--- config.mk ---
export PLATFORM = sky130hd
export DESIGN_NAME = taylor_series_function_unit
export DESIGN_NICKNAME = d
export VERILOG_FILES = /design/src/rtl/core/tsfu_pkg.sv /design/src/rtl/core/tsfu_mul.sv /design/src/rtl/core/tsfu_div.sv /design/src/rtl/core/taylor_series_function_unit.sv
export SDC_FILE = /design/constraint.sdc
export NUM_CORES = 2
export LEC_CHECK = 0
export BUFFER_PORTS_ARGS = -buffer_cell sky130_fd_sc_hd__buf_2
export CORE_UTILIZATION = 67
export CTS_BUF_LIST = sky130_fd_sc_hd__clkbuf_8
export DETAILED_ROUTE_END_ITERATION = 16
export PLACE_DENSITY = 0.84
export SETUP_SLACK_MARGIN = 0.02
export SLEW_MARGIN = 0
export SYNTH_ARGS = -nofsm -noshare
export SYNTH_HDL_FRONTEND = slang
export SYNTH_SLANG_ARGS = --single-unit
--- constraint.sdc ---
create_clock -name clk_i -period 11.4 [get_ports clk_i]
set_input_delay 1.14 -clock clk_i [delete_from_list [all_inputs] [get_ports clk_i]]
set_output_delay 1.14 -clock clk_i [all_outputs]
set_load 0.1 [all_outputs]
--- src/rtl/core/tsfu_pkg.sv ---
package tsfu_pkg;

  localparam int unsigned WordW  = 48;
  localparam int unsigned ArgW   = 32;
  localparam int unsigned CountW = 16;
  localparam logic [CountW-1:0] DefaultTerms = 16'd30000;

  typedef enum logic [2:0] {
    KIND_SIN  = 3'd0,
    KIND_COS  = 3'd1,
    KIND_EXP  = 3'd2,
    KIND_LOG1 = 3'd3,
    KIND_LOGZ = 3'd4
  } kind_e;

  typedef enum logic [1:0] {
    STATUS_OK       = 2'd0,
    STATUS_OVERFLOW = 2'd1,
    STATUS_DIV_ZERO = 2'd2
  } status_e;

  // sequencer states
  typedef enum logic [3:0] {
    ST_IDLE, ST_W_DIV, ST_W_FRAC, ST_MUL_SQ, ST_ADD, ST_NEXT,
    ST_T_MUL, ST_T_NMUL, ST_T_DIV, ST_FINISH
  } state_e;

  // serial multiply request and reply between sequencer and multiplier
  typedef struct packed {
    logic             start;
    logic [WordW-1:0] a_mag;
    logic [WordW-1:0] b_mag;
  } mul_req_t;

  typedef struct packed {
    logic               done;
    logic [WordW:0]     prod;
    logic               ovf;
    logic [2*WordW-1:0] full;
  } mul_rsp_t;

  // serial divide: num / den, quotient truncated
  typedef struct packed {
    logic             start;
    logic [95:0]      num;
    logic [WordW-1:0] den;
  } div_req_t;

  typedef struct packed {
    logic             done;
    logic [95:0]      quo;
  } div_rsp_t;

endpackage

--- src/rtl/core/tsfu_mul.sv ---
// shift-add multiplier, one bit of b per cycle; result is (a*b) >> FracBits,
// clamped to 2^48 with an overflow flag; the full product is also given
module tsfu_mul #(
  parameter int unsigned FracBits = 28
) (
  input  logic              clk_i,
  input  logic              rst_ni,
  input  tsfu_pkg::mul_req_t req_i,
  output tsfu_pkg::mul_rsp_t rsp_o
);
  import tsfu_pkg::*;

  localparam int unsigned CntW = $clog2(WordW + 1);
  localparam logic [2*WordW-1:0] Lim = {{(WordW-1){1'b0}}, 1'b1, {WordW{1'b0}}};

  logic              busy_q, busy_d;
  logic [CntW-1:0]   cnt_q, cnt_d;
  logic [2*WordW-1:0] acc_q, acc_d;
  logic [2*WordW-1:0] a_q, a_d;
  logic [WordW-1:0]  b_q, b_d;
  logic              done_q, done_d;
  logic [2*WordW-1:0] shifted;

  // final scaling of the full product
  assign shifted = acc_q >> FracBits;

  always_comb begin
    busy_d = busy_q;
    cnt_d  = cnt_q;
    acc_d  = acc_q;
    a_d    = a_q;
    b_d    = b_q;
    done_d = 1'b0;
    if (req_i.start) begin
      busy_d = 1'b1;
      cnt_d  = '0;
      acc_d  = '0;
      a_d    = {{WordW{1'b0}}, req_i.a_mag};
      b_d    = req_i.b_mag;
    end else if (busy_q) begin
      if (b_q[0]) acc_d = acc_q + a_q;
      a_d   = a_q << 1;
      b_d   = b_q >> 1;
      cnt_d = cnt_q + 1'b1;
      if (cnt_q == CntW'(WordW - 1)) begin
        busy_d = 1'b0;
        done_d = 1'b1;
      end
    end
  end

  always_ff @(posedge clk_i or negedge rst_ni) begin
    if (!rst_ni) begin
      busy_q <= 1'b0;
      cnt_q  <= '0;
      done_q <= 1'b0;
    end else begin
      busy_q <= busy_d;
      cnt_q  <= cnt_d;
      done_q <= done_d;
    end
  end

  always_ff @(posedge clk_i) begin
    acc_q <= acc_d;
    a_q   <= a_d;
    b_q   <= b_d;
  end

  assign rsp_o.done = done_q;
  assign rsp_o.ovf  = (shifted > Lim);
  assign rsp_o.prod = (shifted > Lim) ? Lim[WordW:0] : shifted[WordW:0];
  assign rsp_o.full = acc_q;

endmodule

--- src/rtl/core/tsfu_div.sv ---
// restoring divider, one quotient bit per cycle, msb first
module tsfu_div (
  input  logic              clk_i,
  input  logic              rst_ni,
  input  tsfu_pkg::div_req_t req_i,
  output tsfu_pkg::div_rsp_t rsp_o
);
  import tsfu_pkg::*;

  localparam int unsigned NumW = 96;
  localparam int unsigned CntW = $clog2(NumW + 1);

  logic              busy_q, busy_d;
  logic [CntW-1:0]   cnt_q, cnt_d;
  logic [NumW-1:0]   num_q, num_d;
  logic [WordW:0]    rem_q, rem_d;
  logic [WordW-1:0]  den_q, den_d;
  logic              done_q, done_d;
  logic [WordW:0]    trial;

  assign trial = {rem_q[WordW-1:0], num_q[NumW-1]};

  always_comb begin
    busy_d = busy_q;
    cnt_d  = cnt_q;
    num_d  = num_q;
    rem_d  = rem_q;
    den_d  = den_q;
    done_d = 1'b0;
    if (req_i.start) begin
      busy_d = 1'b1;
      cnt_d  = '0;
      num_d  = req_i.num;
      rem_d  = '0;
      den_d  = req_i.den;
    end else if (busy_q) begin
      // shift in one numerator bit, subtract when it fits
      if (trial >= {1'b0, den_q}) begin
        rem_d = trial - {1'b0, den_q};
        num_d = {num_q[NumW-2:0], 1'b1};
      end else begin
        rem_d = trial;
        num_d = {num_q[NumW-2:0], 1'b0};
      end
      cnt_d = cnt_q + 1'b1;
      if (cnt_q == CntW'(NumW - 1)) begin
        busy_d = 1'b0;
        done_d = 1'b1;
      end
    end
  end

  always_ff @(posedge clk_i or negedge rst_ni) begin
    if (!rst_ni) begin
      busy_q <= 1'b0;
      cnt_q  <= '0;
      done_q <= 1'b0;
    end else begin
      busy_q <= busy_d;
      cnt_q  <= cnt_d;
      done_q <= done_d;
    end
  end

  always_ff @(posedge clk_i) begin
    num_q <= num_d;
    rem_q <= rem_d;
    den_q <= den_d;
  end

  assign rsp_o.done = done_q;
  assign rsp_o.quo  = num_q;

endmodule

--- src/rtl/core/taylor_series_function_unit.sv ---
// sequence: n terms are summed before the strobe; setup squares x for sin and cos, and for
// log z divides first and then squares w, with no setup otherwise; log(1+x) and log z add
// an extra multiply by the numerator factor to each term; the series stops after the first
// zero term
// throughput: one item at a time, busy is high until the strobe cycle ends; the receiver
// cannot stall. reset clears control state and sets terms_q to 30000
module taylor_series_function_unit #(
  parameter int unsigned FracBits = 28
) (
  input  logic        clk_i,
  input  logic        rst_ni,
  input  logic        start,
  output logic        busy,
  input  logic [2:0]  kind_i,
  input  logic signed [31:0] argument_i,
  input  logic        cfg_we_i,
  input  logic [15:0] cfg_data_i,
  output logic        done_o,
  output logic signed [47:0] series_sum_o,
  output logic [1:0]  status_o
);
  import tsfu_pkg::*;

  localparam logic [WordW-1:0] MagLim = {1'b1, {(WordW-1){1'b0}}};
  localparam logic [WordW:0] One = (WordW+1)'(1) << FracBits;

  state_e state_q, state_d;
  logic [CountW-1:0] terms_q;
  logic [2:0]  kind_q, kind_d;
  logic        ovf_q, ovf_d;
  logic        tneg_q, tneg_d;       // sign of current term
  logic [WordW-1:0] tmag_q, tmag_d;  // magnitude of current term
  logic        mneg_q, mneg_d;
  logic [WordW-1:0] mmag_q, mmag_d;  // per-term multiplier
  logic signed [WordW+1:0] acc_q, acc_d;
  logic [CountW-1:0] j_q, j_d;
  logic        pneg_q, pneg_d;       // sign of product in flight
  logic [WordW:0] pmag_q, pmag_d;
  logic        done_q, done_d;
  logic signed [WordW-1:0] sum_q, sum_d;
  logic [1:0]  stat_q, stat_d;

  mul_req_t mreq;
  mul_rsp_t mrsp;
  div_req_t dreq;
  div_rsp_t drsp;

  tsfu_mul #(.FracBits(FracBits)) u_mul (
    .clk_i(clk_i), .rst_ni(rst_ni), .req_i(mreq), .rsp_o(mrsp));
  tsfu_div u_div (.clk_i(clk_i), .rst_ni(rst_ni), .req_i(dreq), .rsp_o(drsp));

  // argument helpers
  logic signed [WordW:0] x_ext, num_s, den_s;
  logic [WordW:0] num_m, den_m;
  assign x_ext = (WordW+1)'(argument_i);
  assign num_s = $signed(One) - x_ext;
  assign den_s = $signed(One) + x_ext;
  assign num_m = num_s[WordW] ? -num_s : num_s;
  assign den_m = den_s[WordW] ? -den_s : den_s;

  // numerator and denominator of the term recurrence
  logic [35:0] nfac, dfac;
  logic [CountW:0] jj;
  assign jj = {j_q, 1'b0};
  always_comb begin
    nfac = 36'd1;
    dfac = 36'd1;
    case (kind_q)
      KIND_SIN:  dfac = 36'(jj) * 36'(jj + 1'b1);
      KIND_COS:  dfac = 36'(jj) * 36'(jj - 1'b1);
      KIND_EXP:  dfac = 36'(j_q);
      KIND_LOG1: begin nfac = 36'(j_q); dfac = 36'(j_q) + 36'd1; end
      default:   begin nfac = 36'(jj) - 36'd1; dfac = 36'(jj) + 36'd1; end
    endcase
  end

  // clamp of a product magnitude for a given sign
  function automatic logic [WordW:0] lim_of(input logic neg);
    lim_of = neg ? {1'b0, MagLim} : {1'b0, MagLim - 1'b1};
  endfunction

  logic signed [WordW+1:0] term_s;
  logic [WordW+1:0] acc_abs;
  assign term_s  = tneg_q ? -$signed({2'b0, tmag_q}) : $signed({2'b0, tmag_q});
  assign acc_abs = acc_q[WordW+1] ? -acc_q : acc_q;

  always_comb begin
    state_d = state_q;
    kind_d  = kind_q;
    ovf_d   = ovf_q;
    tneg_d  = tneg_q;
    tmag_d  = tmag_q;
    mneg_d  = mneg_q;
    mmag_d  = mmag_q;
    acc_d   = acc_q;
    j_d     = j_q;
    pneg_d  = pneg_q;
    pmag_d  = pmag_q;
    done_d  = 1'b0;
    sum_d   = sum_q;
    stat_d  = stat_q;
    mreq    = '0;
    dreq    = '0;
    case (state_q)
      ST_IDLE: begin
        if (start && !busy) begin
          kind_d = kind_i;
          ovf_d  = 1'b0;
          acc_d  = '0;
          j_d    = '0;
          if (kind_i > KIND_LOGZ) begin
            sum_d = '0; stat_d = STATUS_OK; done_d = 1'b1;
          end else if (kind_i == KIND_LOGZ) begin
            if (den_s == '0) begin
              sum_d = '0; stat_d = STATUS_DIV_ZERO; done_d = 1'b1;
            end else begin
              tneg_d = num_s[WordW] ^ den_s[WordW];
              dreq.start = 1'b1;
              dreq.num   = 96'(num_m) << FracBits;
              dreq.den   = den_m[WordW-1:0];
              state_d    = ST_W_DIV;
            end
          end else begin
            tneg_d = argument_i[ArgW-1];
            tmag_d = argument_i[ArgW-1] ? WordW'(-x_ext) : WordW'(x_ext);
            mneg_d = tneg_d;
            mmag_d = tmag_d;
            if (kind_i == KIND_COS || kind_i == KIND_EXP) begin
              tneg_d = 1'b0; tmag_d = One[WordW-1:0];
            end
            if (kind_i == KIND_SIN || kind_i == KIND_COS) begin
              mreq.start = 1'b1;
              mreq.a_mag = argument_i[ArgW-1] ? WordW'(-x_ext) : WordW'(x_ext);
              mreq.b_mag = mreq.a_mag;
              state_d = ST_MUL_SQ;
            end else begin
              state_d = ST_ADD;
            end
          end
        end
      end
      ST_W_DIV: begin
        if (drsp.done) begin
          tmag_d = (drsp.quo > 96'(lim_of(tneg_q))) ? WordW'(lim_of(tneg_q))
                                                    : drsp.quo[WordW-1:0];
          if (drsp.quo > 96'(lim_of(tneg_q))) ovf_d = 1'b1;
          state_d = ST_W_FRAC;
        end
      end
      ST_W_FRAC: begin
        mreq.start = 1'b1;
        mreq.a_mag = tmag_q;
        mreq.b_mag = tmag_q;
        state_d = ST_MUL_SQ;
      end
      ST_MUL_SQ: begin
        if (mrsp.done) begin
          mneg_d = 1'b0;
          mmag_d = (mrsp.prod > lim_of(1'b0)) ? WordW'(lim_of(1'b0))
                                               : mrsp.prod[WordW-1:0];
          if (mrsp.ovf || mrsp.prod > lim_of(1'b0)) ovf_d = 1'b1;
          state_d = ST_ADD;
        end
      end
      // accumulate term j, saturating
      ST_ADD: begin
        if (j_q == terms_q) begin
          state_d = ST_FINISH;
        end else begin
          acc_d = acc_q + term_s;
          if (acc_d > $signed({2'b0, MagLim - 1'b1})) begin
            acc_d = $signed({2'b0, MagLim - 1'b1}); ovf_d = 1'b1;
          end else if (acc_d < -$signed({2'b0, MagLim})) begin
            acc_d = -$signed({2'b0, MagLim}); ovf_d = 1'b1;
          end
          j_d = j_q + 1'b1;
          state_d = (tmag_q == '0) ? ST_FINISH : ST_NEXT;
        end
      end
      ST_NEXT: begin
        if (j_q == terms_q) begin
          state_d = ST_FINISH;
        end else begin
          mreq.start = 1'b1;
          mreq.a_mag = tmag_q;
          mreq.b_mag = mmag_q;
          pneg_d = tneg_q ^ mneg_q ^
                   (kind_q == KIND_SIN || kind_q == KIND_COS || kind_q == KIND_LOG1);
          state_d = ST_T_MUL;
        end
      end
      ST_T_MUL: begin
        if (mrsp.done) begin
          if (mrsp.ovf || mrsp.prod > lim_of(pneg_q)) ovf_d = 1'b1;
          pmag_d = (mrsp.prod > lim_of(pneg_q)) ? lim_of(pneg_q) : mrsp.prod;
          if (kind_q == KIND_LOG1 || kind_q == KIND_LOGZ) begin
            // scale by the numerator factor on the serial multiplier
            mreq.start = 1'b1;
            mreq.a_mag = pmag_d[WordW-1:0];
            mreq.b_mag = WordW'(nfac);
            state_d = ST_T_NMUL;
          end else begin
            dreq.start = 1'b1;
            dreq.num   = 96'(pmag_d);
            dreq.den   = WordW'(dfac);
            state_d = ST_T_DIV;
          end
        end
      end
      ST_T_NMUL: begin
        if (mrsp.done) begin
          dreq.start = 1'b1;
          dreq.num   = mrsp.full;
          dreq.den   = WordW'(dfac);
          state_d = ST_T_DIV;
        end
      end
      ST_T_DIV: begin
        if (drsp.done) begin
          tneg_d = pneg_q;
          if (drsp.quo > 96'(lim_of(pneg_q))) begin
            ovf_d = 1'b1; tmag_d = WordW'(lim_of(pneg_q));
          end else begin
            tmag_d = drsp.quo[WordW-1:0];
          end
          state_d = ST_ADD;
        end
      end
      ST_FINISH: begin
        if (kind_q == KIND_LOGZ) begin
          // -2 * acc, saturated
          if (acc_q > 0) begin
            if ((acc_abs << 1) > {2'b0, MagLim}) begin
              sum_d = $signed(MagLim); ovf_d = 1'b1;
            end else sum_d = WordW'(-(acc_q <<< 1));
          end else begin
            if ((acc_abs << 1) > {2'b0, MagLim - 1'b1}) begin
              sum_d = $signed(MagLim - 1'b1); ovf_d = 1'b1;
            end else sum_d = WordW'(acc_abs << 1);
          end
        end else begin
          sum_d = acc_q[WordW-1:0];
        end
        stat_d  = ovf_d ? STATUS_OVERFLOW : STATUS_OK;
        done_d  = 1'b1;
        state_d = ST_IDLE;
      end
      default: state_d = ST_IDLE;
    endcase
  end

  // control registers
  always_ff @(posedge clk_i or negedge rst_ni) begin
    if (!rst_ni) begin
      state_q <= ST_IDLE;
      terms_q <= DefaultTerms;
      done_q  <= 1'b0;
      j_q     <= '0;
      ovf_q   <= 1'b0;
    end else begin
      state_q <= state_d;
      done_q  <= done_d;
      j_q     <= j_d;
      ovf_q   <= ovf_d;
      if (cfg_we_i) terms_q <= cfg_data_i;
    end
  end

  // datapath registers
  always_ff @(posedge clk_i) begin
    kind_q <= kind_d;
    tneg_q <= tneg_d;
    tmag_q <= tmag_d;
    mneg_q <= mneg_d;
    mmag_q <= mmag_d;
    acc_q  <= acc_d;
    pneg_q <= pneg_d;
    pmag_q <= pmag_d;
    sum_q  <= sum_d;
    stat_q <= stat_d;
  end

  assign busy         = (state_q != ST_IDLE) || done_q;
  assign done_o       = done_q;
  assign series_sum_o = sum_q;
  assign status_o     = stat_q;

endmodule
==> results.toml <==
[timing]
setup_viol = 0
hold_viol = 0
tns_ns = 0
relSlewSlack_pct = -5.41
timing.fmax_mhz = 98.9
drv_slew = 2
grt_setup_unrepaired = "no"
fin_crit_sh_pct = 88.7
post-route-min-period_ns = 10.11
worst_slew_pin_slew_ns = 1.54
finalClockSkew_ns = 0.0526

[cts]
cts_tree = "built"
clkTransAtPathRegs_ns = 0.07
cts.repair.resized = 0
clkLatencyLatePin_ns = 0.85
clock_path_buffers = 3
h-tree-depth = 3
ctsHoldBuffers = 0
cts_setup_buffers = 0
cts.sinks = 689
cts_made_buffers = 119
cts_root_buf = "clkbuf_8"

[grt]
grt_use_total_pct = 44.2
grt_pass1_vias = 60500
gr-total-overflow = 0
grt_pass1_wl_um = 353000
antenna_found_initial = 41
grt_start_max_net_pins = 99

[placement]
hpwl_um = 171000
portBuffers = 106
gp_congestion = 1.04

[power_and_ir_drop]
irDropWorstVdd_v = 0.000651
p_per_area_mw_per_mm2 = 260
p_leak_nw = 33.5

[drt]
firstDrtPassIters = 9
drcViolationCount = 0
ant_nets = 0
vias = 62500
routed_via_density = 6.72
routedWlPerCell_um = 24.9
drtIter0Drc = 8810
routed_wl_um = 232000

[yosys]
synth_common_cells = "inv_1 (724), nand2_1 (634), nor2_1 (614)"
synth_top_area_cell = "edfxtp_1"
synth_top_flop_cell = "edfxtp_1"
synth_top_family_by_area = "adder cells"
yosys.area.top_type_share_pct = 19.1
async_reset_ff_share_pct = 7.98
synth_adder_area_share_pct = 23.5
synth_top_cells_by_area = "edfxtp_1 (19%), fa_1 (14%), ha_1 (9.8%)"
synth_edf_count = 442
seq_area_frac_synth_pct = 26.7
syn-mean-instance-area_um2 = 8.76
yosysMostFrequentCell = "inv_1"
yosys.cell_types.count = 94
muxShareOfSynthArea_pct = 1.71
ys_warn_count = 0
synth_compound_area_share_pct = 19.2
synth_cells = 7917
synth_area_mm2 = 0.0694
synth_seq_cells = 689
synthSimpleGateAreaFrac_pct = 16.4
synthXorXnorAreaFrac_pct = 5.97

[hold_path]
min-delay-start = "u_mul.acc_q[15]$_SDFFE_PP0P_"
holdCritPathClass = "reg -> reg"

[floorplanning]
start_util_pct = 67.9
boundaryPins = 107
core_mm2 = 0.102
die_area_mm2 = 0.105
dieHeight_um = 324
placementRows = 117
die_w_um = 324

[worst_setup_path]
critical_path_class = "reg -> reg"
cp_max_fo = 16
crit_start = "j_q[2]$_DFFE_PN0P_"
worstPathRequired_ns = 11.96
slowest_delay_ns = 0.79
startpoint_type = "flip-flop"
cp_data_arrival_time_ns = 10.67
worst_setup_path_end_kind = "flip-flop"
crit_slowest_cell = "o41ai_1"
critPathBufInv = 4
rr_startpoint = "j_q[2]$_DFFE_PN0P_"
crit_top_cell = "fa_1"
crit_family = "adder cells"

[layout]
fin_util_pct = 72.2
post_route_cells_drive_above_1_share_pct = 6.74
area_growth_pct = 6.35
nNetsFinal = 8886

[outcome]
outcome = "finished, violations left"
violations = "capacitance limit, slew limit"

[run]
drv_cap = 1
per-layer routing:
metal  vias to the layer above  GRT usage [%]  routed length [um]
li1                      27600              -                   -
met1                     29800           54.6               83900
met2                      4088           65.7               98400
met3                       989           14.6               30900
met4                        26           30.2               18700
met5                         -              0                 172
through the flow:
step / cells / worst slack (ns) / total power [W] / hold slack, ns / instance area, um2
after detailed placement: 9061 / 1.51 / 0.0160 / 0.478 / 70900
after CTS: 9286 / 1.50 / 0.0188 / 0.485 / 73700
after floorplan: 7955 / 2.20 / 0.0129 / 0.449 / 69500
after global placement: 9061 / 1.69 / 0.0157 / 0.468 / 70900
final: 9314 / 1.29 / 0.0192 / 0.487 / 73800
after global routing: 9304 / 0.883 / 0.0204 / 0.511 / 73700
worst paths after layout:
kind / end / slack, ns / cells after the start
worst min-delay path: u_mul.acc_q[15]$_SDFFE_PP0P_ / 0.49 / 2
worst min register to register: u_mul.acc_q[15]$_SDFFE_PP0P_ / 0.49 / 2
min in group asynchronous: u_div.busy_q$_DFF_PN0_ / 0.53 / 2
worst max register to register: u_div.den_q[35]$_DFFE_PP_ / 1.29 / 28
max in group asynchronous: u_mul.busy_q$_DFF_PN0_ / 10.16 / 2
worst max-delay path: u_div.den_q[35]$_DFFE_PP_ / 1.29 / 28
cell families after synthesis:
family | after synthesis
AOI/OAI and AO/OA | 2083
xor gates and xnor gates | 472
adders and majority gates | 1017
buffers and inverters | 1205
DFF | 689
muxes | 116
other | 2
and+or+nand+nor | 2333
where the power goes:
part | internal [W] | switching [W]
logic | 0.00448 | 0.00735
registers | 0.00365 | 0.000984
clock network | 0.00154 | 0.00118
cell type report:
cell class                      instances  area [um2]
Antenna cell                           28        70.1
Clock buffer                          129        1780
Clock inverter                         96        1030
Fill cell                            7901       28400
Inverter                              731        2750
Multi-Input combinational cell       6061       46600
Sequential cell                       689       18500
Tap cell                             1368        1710
Timing Repair Buffer                  212        1330
worst min-delay path, cell delays in order, from the launching register on:
cell and delay [ns]:
dfxtp_1 0.33, nand2_1 0.06, a21oi_1 0.05
flip-flops by register name, indices dropped and copies added (netlist names), 2 cells and up:
signal        cells
u_div.num_q      96
u_mul.a_q        96
u_mul.acc_q      96
acc_q            50
mmag_q           48
series_sum_o     48
tmag_q           48
u_div.den_q      48
u_div.rem_q      48
u_mul.b_q        48
j_q              16
terms_q          16
u_div.cnt_q       7
u_mul.cnt_q       6
state_q           4
kind_q            3
status_o          2
placed cells by master, fill, tap and decap left out, drive strengths merged, types with 45 or more instances in the layout:
cell / synthesis / layout
dfxtp: 192 / 192
xnor2: 307 / 307
inv: 724 / 754
nand2b: 188 / 188
clkbuf: 432 / 129
nor3: 146 / 146
a22oi: 86 / 86
nand4: 127 / 127
nand3: 113 / 113
ha: 541 / 541
dfrtp: 48 / 48
nor4: 76 / 76
a211oi: 50 / 50
a21o: 203 / 203
nand2: 634 / 634
a31oi: 56 / 56
buf: 42 / 212
o21ai: 501 / 501
or3: 59 / 59
o21a: 62 / 62
a21oi: 608 / 608
o31ai: 45 / 45
o22ai: 60 / 60
clkinv: 7 / 49
fa: 476 / 476
o21bai: 52 / 52
and2: 125 / 125
nor2b: 110 / 110
xor2: 165 / 165
nor2: 614 / 614
edfxtp: 442 / 442
mux2i: 98 / 98
(Power assumes the default switching activity.)
